`src/rtl/core/fcrc_pkg.sv`:
```
// fcrc_pkg: shared types, constants and the bytewise crc-16 update
// for the framed command receiver. no dependencies.
package fcrc_pkg;

    localparam int FRAME_BYTES_DEF = 18;
    localparam int MODE_OFFSET_DEF = 3;

    localparam logic [15:0] CRC_POLY   = 16'h8005;
    localparam int          CFG_IDX_W  = 2;
    localparam int          CFG_DATA_W = 8;

    typedef enum logic [CFG_IDX_W-1:0] {
        REG_START_BYTE = 2'd0,
        REG_KEY_BYTE   = 2'd1
    } t_cfg_reg;

    typedef enum logic [1:0] {
        PH_IDLE    = 2'd0,
        PH_CONFIRM = 2'd1,
        PH_LISTEN  = 2'd2
    } t_rx_phase;

    // msb-first crc-16, one byte per call, no reflection
    function automatic logic [15:0] crc_feed(input logic [15:0] acc, input logic [7:0] b);
        logic [15:0] c;
        c = acc ^ {b, 8'h00};
        for (int k = 0; k < 8; k++) begin
            if (c[15]) begin
                c = {c[14:0], 1'b0} ^ CRC_POLY;
            end else begin
                c = {c[14:0], 1'b0};
            end
        end
        return c;
    endfunction

endpackage

```
`src/rtl/core/framed_command_receiver_crc16.sv`:
```
// framed_command_receiver_crc16: frame detector, crc-16 check and mode latch.
// depends on fcrc_pkg.
//
// usage
//   input channel carries one received byte per beat (i_in_valid / o_in_stall).
//   output channel gives exactly one result beat per input beat, in order:
//   the latched mode and flags for frame end, good crc and crc error.
//   start and key bytes are set through the write port (i_cfg_we, i_cfg_index,
//   i_cfg_data) while no byte is in flight; other indexes are ignored.
// timing
//   a byte waits in the input register until the output register can take its
//   result, then the frame state and the crc are updated in one pass and the
//   result is captured in the output register at the same edge as the state.
//   one byte per cycle sustained while the result side does not stall; the
//   bytewise crc update in one pass between the input and state registers allows it.
// reset
//   synchronous, active low: both stages empty, phase idle, crc, count and
//   mode cleared, start and key bytes zero.
// stall
//   a stalled result holds; the input register still takes a byte while the
//   output waits, and the input stalls only when both stages are full.
module framed_command_receiver_crc16
    import fcrc_pkg::*;
#(
    parameter int FRAME_BYTES = FRAME_BYTES_DEF,
    parameter int MODE_OFFSET = MODE_OFFSET_DEF
) (
    input  logic                  i_clk,
    input  logic                  i_rst_n,
    input  logic                  i_cfg_we,
    input  logic [CFG_IDX_W-1:0]  i_cfg_index,
    input  logic [CFG_DATA_W-1:0] i_cfg_data,
    input  logic                  i_in_valid,
    output logic                  o_in_stall,
    input  logic [7:0]            i_rx_byte,
    output logic                  o_out_valid,
    input  logic                  i_out_stall,
    output logic [7:0]            o_mode_value,
    output logic                  o_mode_updated,
    output logic                  o_frame_done,
    output logic                  o_crc_error
);

    logic [7:0]  r_start_byte, r_key_byte;
    logic        r_in_valid;
    logic [7:0]  r_in_byte;
    t_rx_phase   r_phase, n_phase;
    logic [7:0]  r_count, n_count;
    logic [15:0] r_crc, n_crc;
    logic [7:0]  r_pending, n_pending;
    logic [7:0]  r_mode, n_mode;
    logic        r_out_valid;
    logic [7:0]  r_out_mode;
    logic        r_out_updated, r_out_done, r_out_error;

    logic        fire;
    logic        done, good;
    logic [15:0] crc_next;
    logic [7:0]  count_inc;

    assign fire       = r_in_valid && (!r_out_valid || !i_out_stall);
    assign o_in_stall = r_in_valid && !fire;

    assign crc_next  = crc_feed(r_crc, r_in_byte);
    assign count_inc = (r_count != 8'hFF) ? r_count + 8'd1 : r_count;

    // phase sequencing
    always_comb begin
        n_phase = r_phase;
        if (fire) begin
            case (r_phase)
                PH_CONFIRM: begin
                    n_phase = (r_in_byte == r_key_byte) ? PH_LISTEN : PH_IDLE;
                end
                PH_LISTEN: begin
                    n_phase = done ? PH_IDLE : PH_LISTEN;
                end
                default: begin
                    n_phase = (r_in_byte == r_start_byte) ? PH_CONFIRM : PH_IDLE;
                end
            endcase
        end
    end

    // crc, count, mode capture and result flags
    always_comb begin
        n_crc     = r_crc;
        n_count   = r_count;
        n_pending = r_pending;
        n_mode    = r_mode;
        done      = 1'b0;
        good      = 1'b0;
        case (r_phase)
            PH_CONFIRM: begin
                if (r_in_byte == r_key_byte) begin
                    n_crc   = crc_next;
                    n_count = 8'd2;
                end
            end
            PH_LISTEN: begin
                n_crc   = crc_next;
                n_count = count_inc;
                if (r_count == 8'(MODE_OFFSET)) begin
                    n_pending = r_in_byte;
                end
                if ({1'b0, count_inc} >= 9'(FRAME_BYTES)) begin
                    done = 1'b1;
                    if (crc_next == 16'h0000) begin
                        good   = 1'b1;
                        n_mode = n_pending;
                    end
                end
            end
            default: begin
                if (r_in_byte == r_start_byte) begin
                    n_crc     = crc_feed(16'h0000, r_in_byte);
                    n_count   = 8'd1;
                    n_pending = 8'h00;
                end
            end
        endcase
    end

    always_ff @(posedge i_clk) begin
        if (!i_rst_n) begin
            r_start_byte <= '0;
            r_key_byte   <= '0;
        end else if (i_cfg_we) begin
            case (i_cfg_index)
                REG_START_BYTE: r_start_byte <= i_cfg_data;
                REG_KEY_BYTE:   r_key_byte   <= i_cfg_data;
                default: ;
            endcase
        end
    end

    always_ff @(posedge i_clk) begin
        if (!i_rst_n) begin
            r_in_valid <= 1'b0;
        end else if (!o_in_stall) begin
            r_in_valid <= i_in_valid;
        end
    end

    always_ff @(posedge i_clk) begin
        if (i_in_valid && !o_in_stall) begin
            r_in_byte <= i_rx_byte;
        end
    end

    always_ff @(posedge i_clk) begin
        if (!i_rst_n) begin
            r_phase   <= PH_IDLE;
            r_count   <= '0;
            r_crc     <= '0;
            r_pending <= '0;
            r_mode    <= '0;
        end else begin
            r_phase <= n_phase;
            if (fire) begin
                r_count   <= n_count;
                r_crc     <= n_crc;
                r_pending <= n_pending;
                r_mode    <= n_mode;
            end
        end
    end

    always_ff @(posedge i_clk) begin
        if (!i_rst_n) begin
            r_out_valid <= 1'b0;
        end else if (fire) begin
            r_out_valid <= 1'b1;
        end else if (!i_out_stall) begin
            r_out_valid <= 1'b0;
        end
    end

    always_ff @(posedge i_clk) begin
        if (fire) begin
            r_out_mode    <= n_mode;
            r_out_updated <= good;
            r_out_done    <= done;
            r_out_error   <= done && !good;
        end
    end

    assign o_out_valid    = r_out_valid;
    assign o_mode_value   = r_out_mode;
    assign o_mode_updated = r_out_updated;
    assign o_frame_done   = r_out_done;
    assign o_crc_error    = r_out_error;

endmodule

```
`config.mk`:
```
export PLATFORM = sky130hd
export DESIGN_NAME = framed_command_receiver_crc16
export DESIGN_NICKNAME = d
export VERILOG_FILES = /design/src/rtl/core/fcrc_pkg.sv /design/src/rtl/core/framed_command_receiver_crc16.sv
export SDC_FILE = /design/constraint.sdc
export NUM_CORES = 1
export LEC_CHECK = 0
export ABC_AREA = 1
export BUFFER_PORTS_ARGS = -buffer_cell sky130_fd_sc_hd__buf_4
export CORE_MARGIN = 2
export CORE_UTILIZATION = 54
export DETAILED_ROUTE_END_ITERATION = 8
export PLACE_DENSITY = 0.76
export SLEW_MARGIN = 20
export SYNTH_ARGS = -nofsm -noshare
export SYNTH_HDL_FRONTEND = slang
export SYNTH_SLANG_ARGS = --single-unit
```
`constraint.sdc`:
```
create_clock -name i_clk -period 2.55 [get_ports i_clk]
set_input_delay 0.255 -clock i_clk [delete_from_list [all_inputs] [get_ports i_clk]]
set_output_delay 0.255 -clock i_clk [all_outputs]
set_load 0.02 [all_outputs]
```
==> results.toml <==
[setup_path]
worst_setup_path_start_kind = "flop"
cp.required_ns = 2.68
path_class = "reg2reg"
path_max_fanout = 5
worstSetupEndpointType = "flop"
cp.arrival_ns = 2.99
slowest_stage = "edfxtp_1"
path_cells = "inv_2 > nand2_1 > nand2_2 > nand2_4 > nand2_4 > inv_1 > nand3_2 > nand3_2 > nand2_2 > ha_4 > xor2_2 > nor2_1 > nand2_1 > nor2_2 > nand2_2 > nor2_4 > buf_6 > nand3_4 > o21bai_4 > nand2_1"
max_stage_delay_ns = 0.50

[clock_tree]
clk_path_buf_depth = 2
cts-root-buf = "clkbuf_8"
clock_latency_ns = 0.37
cts_tree = "yes"
htree_levels = 3
cts_sinks = 79
cts_buffers = 9
clk_pin_slew_worst_paths_ns = 0.08

[global_routing]
first_global_vias = 3825
antenna_found_initial = 0
overflow = 0
grt_max_degree = 39
grt_use_total = 0.257
grt_pass1_wl_mm = 17.8

[outcome]
failed_checks = "setup timing"
status = "complete, but fails checks"

[synth]
syn_nets = 634
ys.warnings.count = 0
yosysSeqAreaShare = 0.399
synth_seq_cells = 79
synthCells = 607
synth_edf_count = 19
yosysUniqueCellTypes = 39
synth_top_cell_by_area = "dfxtp_1"
ys.flop_type = "dfxtp_1"
netlist_area_um2 = 4440
avgSynthCellArea_um2 = 7.31
yosysMostFrequentCell = "nand2_1"
synth.area.top_cells = "dfxtp_1 27%, edfxtp_1 13%, nand2_1 12%"
synth_top_area_frac = 0.271
async_reset_ff_frac = 0
synth_common_cells = "144 x nand2_1, 71 x nor2_1, 60 x dfxtp_1"

[pwr]
leakage_uw = 0.00246
cellPowerDensity_nw_per_um2 = 500
ir_worst_vdd_uv = 347

[detailed_routing]
antenna_left = 0
routedWlPerCell_um = 14.9
routed_wl_mm = 11.9
via_per_inst = 5.35
drt-initial-drc-count = 273
first_pass_iters = 7
vias = 4285
drc = 0

[placed_design]
routabilityCongestion = 0.891
port-buffer-count = 35
hpwlAfterDp_mm = 7.93
place_ws_ns = -0.329

[floorplanning]
dieHeight_um = 94.7
die_width_um = 94.7
die_area_um2 = 8960
ios = 36
initial_core_util = 0.549
num_rows = 33
core_area_um2 = 8090

[timing]
hold_viol = 0
setup_ws_ns = -0.314
min_period_ns = 2.86
finalSetupViolations = 18
finalCritPeriodShare = 1.12
slew_viol_final = 0
timing.slew.headroom = 0.439
fmax_mhz = 349
rsz0062_at_grt = "true"
worst_slew_pin_slew_ns = 0.841
fin_skew_ns = 0.0123

[finish]
n_antenna_cell = 0
drive_gt1_frac = 0.297
post-route-util = 0.693
layout.nets = 718
area_delta_synth_final_pct = 26.3

[min_path]
hp-class = "in2reg"

[flow_run]
drv_cap = 0
registers in the layout, indices dropped and copies added, names as in the netlist:
signal,flops
r_mode,8
r_phase,2
r_count,8
o_crc_error,1
r_in_byte,8
r_pending,8
r_crc,16
o_out_valid,1
r_key_byte,8
o_frame_done,1
r_start_byte,8
o_mode_value,8
r_in_valid,1
o_mode_updated,1
worst paths after layout:
kind                                   from                   endpoint  slack, ns  cells past startpoint
setup / recovery     r_in_byte[4]$_DFFE_PP_  o_mode_value[0]$_DFFE_PP_      -0.31                     20
hold / removal                 i_rx_byte[1]     r_in_byte[1]$_DFFE_PP_       0.07                      1
setup reg to reg     r_in_byte[4]$_DFFE_PP_  o_mode_value[0]$_DFFE_PP_      -0.31                     20
hold reg to reg   r_pending[5]$_SDFFE_PN0P_  r_pending[5]$_SDFFE_PN0P_       0.47                      2
where the power goes:
| part | internal (uW) | total [uW] | switching, uW |
|---|---|---|---|
| clock | 449 | 924 | 475 |
| combinational | 231 | 527 | 297 |
| sequential | 1330 | 1350 | 27.7 |
| total | 2000 | 2800 | 800 |
worst max-delay path, delay by kind of cell (launching register included):
family,cells,cell delay [ns]
DFF,1,0.50
buffers and inverters,3,0.30
AOI/OAI and AO/OA,1,0.18
xor gates and xnor gates,1,0.14
adders and majority gates,1,0.21
and+or+nand+nor,14,1.27
layout make-up:
type                            count  area [um2]
Sequential cell                    79        1770
Clock buffer                       10         128
Tap cell                          105         131
Inverter                           69         265
Timing Repair Buffer               95         724
Fill cell                         646        2480
Clock inverter                      6        62.6
Multi-Input combinational cell    437        2520
placed cells by master, fill, tap and decap left out, drive strengths merged, types with 8 or more instances in the layout:
cell type / count
a21oi: 45
buf: 95
clkbuf: 10
dfxtp: 60
edfxtp: 19
inv: 66
nand2: 164
nand3: 41
nor2: 76
o21ai: 58
o21bai: 8
xnor2: 16
xor2: 8
metal layers:
metal | track usage | share of wire | vias to the layer above
met1 | 0.310 | 0.41 | 1989
met3 | 0.0623 | 0.048 | 33
met5 | 0 | 0 | -
met4 | 0.0906 | 0.028 | 0
met2 | 0.444 | 0.51 | 142
li1 | - | - | 2121
repair_timing:
action	4_1_cts	5_1_grt
resized for setup	18	42
buffers inserted	14	8
hold buffers	0	0
pin swaps	7	30
gates cloned	1	0
endpoints found under the setup margin	19	19
kinds of logic after synthesis:
group           synth area share
compound gates             0.145
fa+ha+maj                 0.0113
flops                      0.399
buf+inv                   0.0978
xor+xnor                  0.0474
simple gates               0.299
per-stage QoR:
stage / hold WS [ns] / instances / cell area, um2 / TNS [ns] / power (uW)
floorplan: 0.354 / 607 / 4460 / -0.187 / 1670
global placement: 0.433 / 762 / 4970 / -4.39 / 1810
detailed placement: 0.434 / 762 / 4970 / -5.21 / 1820
CTS: 0.0586 / 793 / 5360 / -3.58 / 2750
global route: 0.0539 / 801 / 5610 / -7.97 / 2900
finish: 0.0654 / 801 / 5610 / -4.60 / 2800
Power figures use the tool's default switching activity.
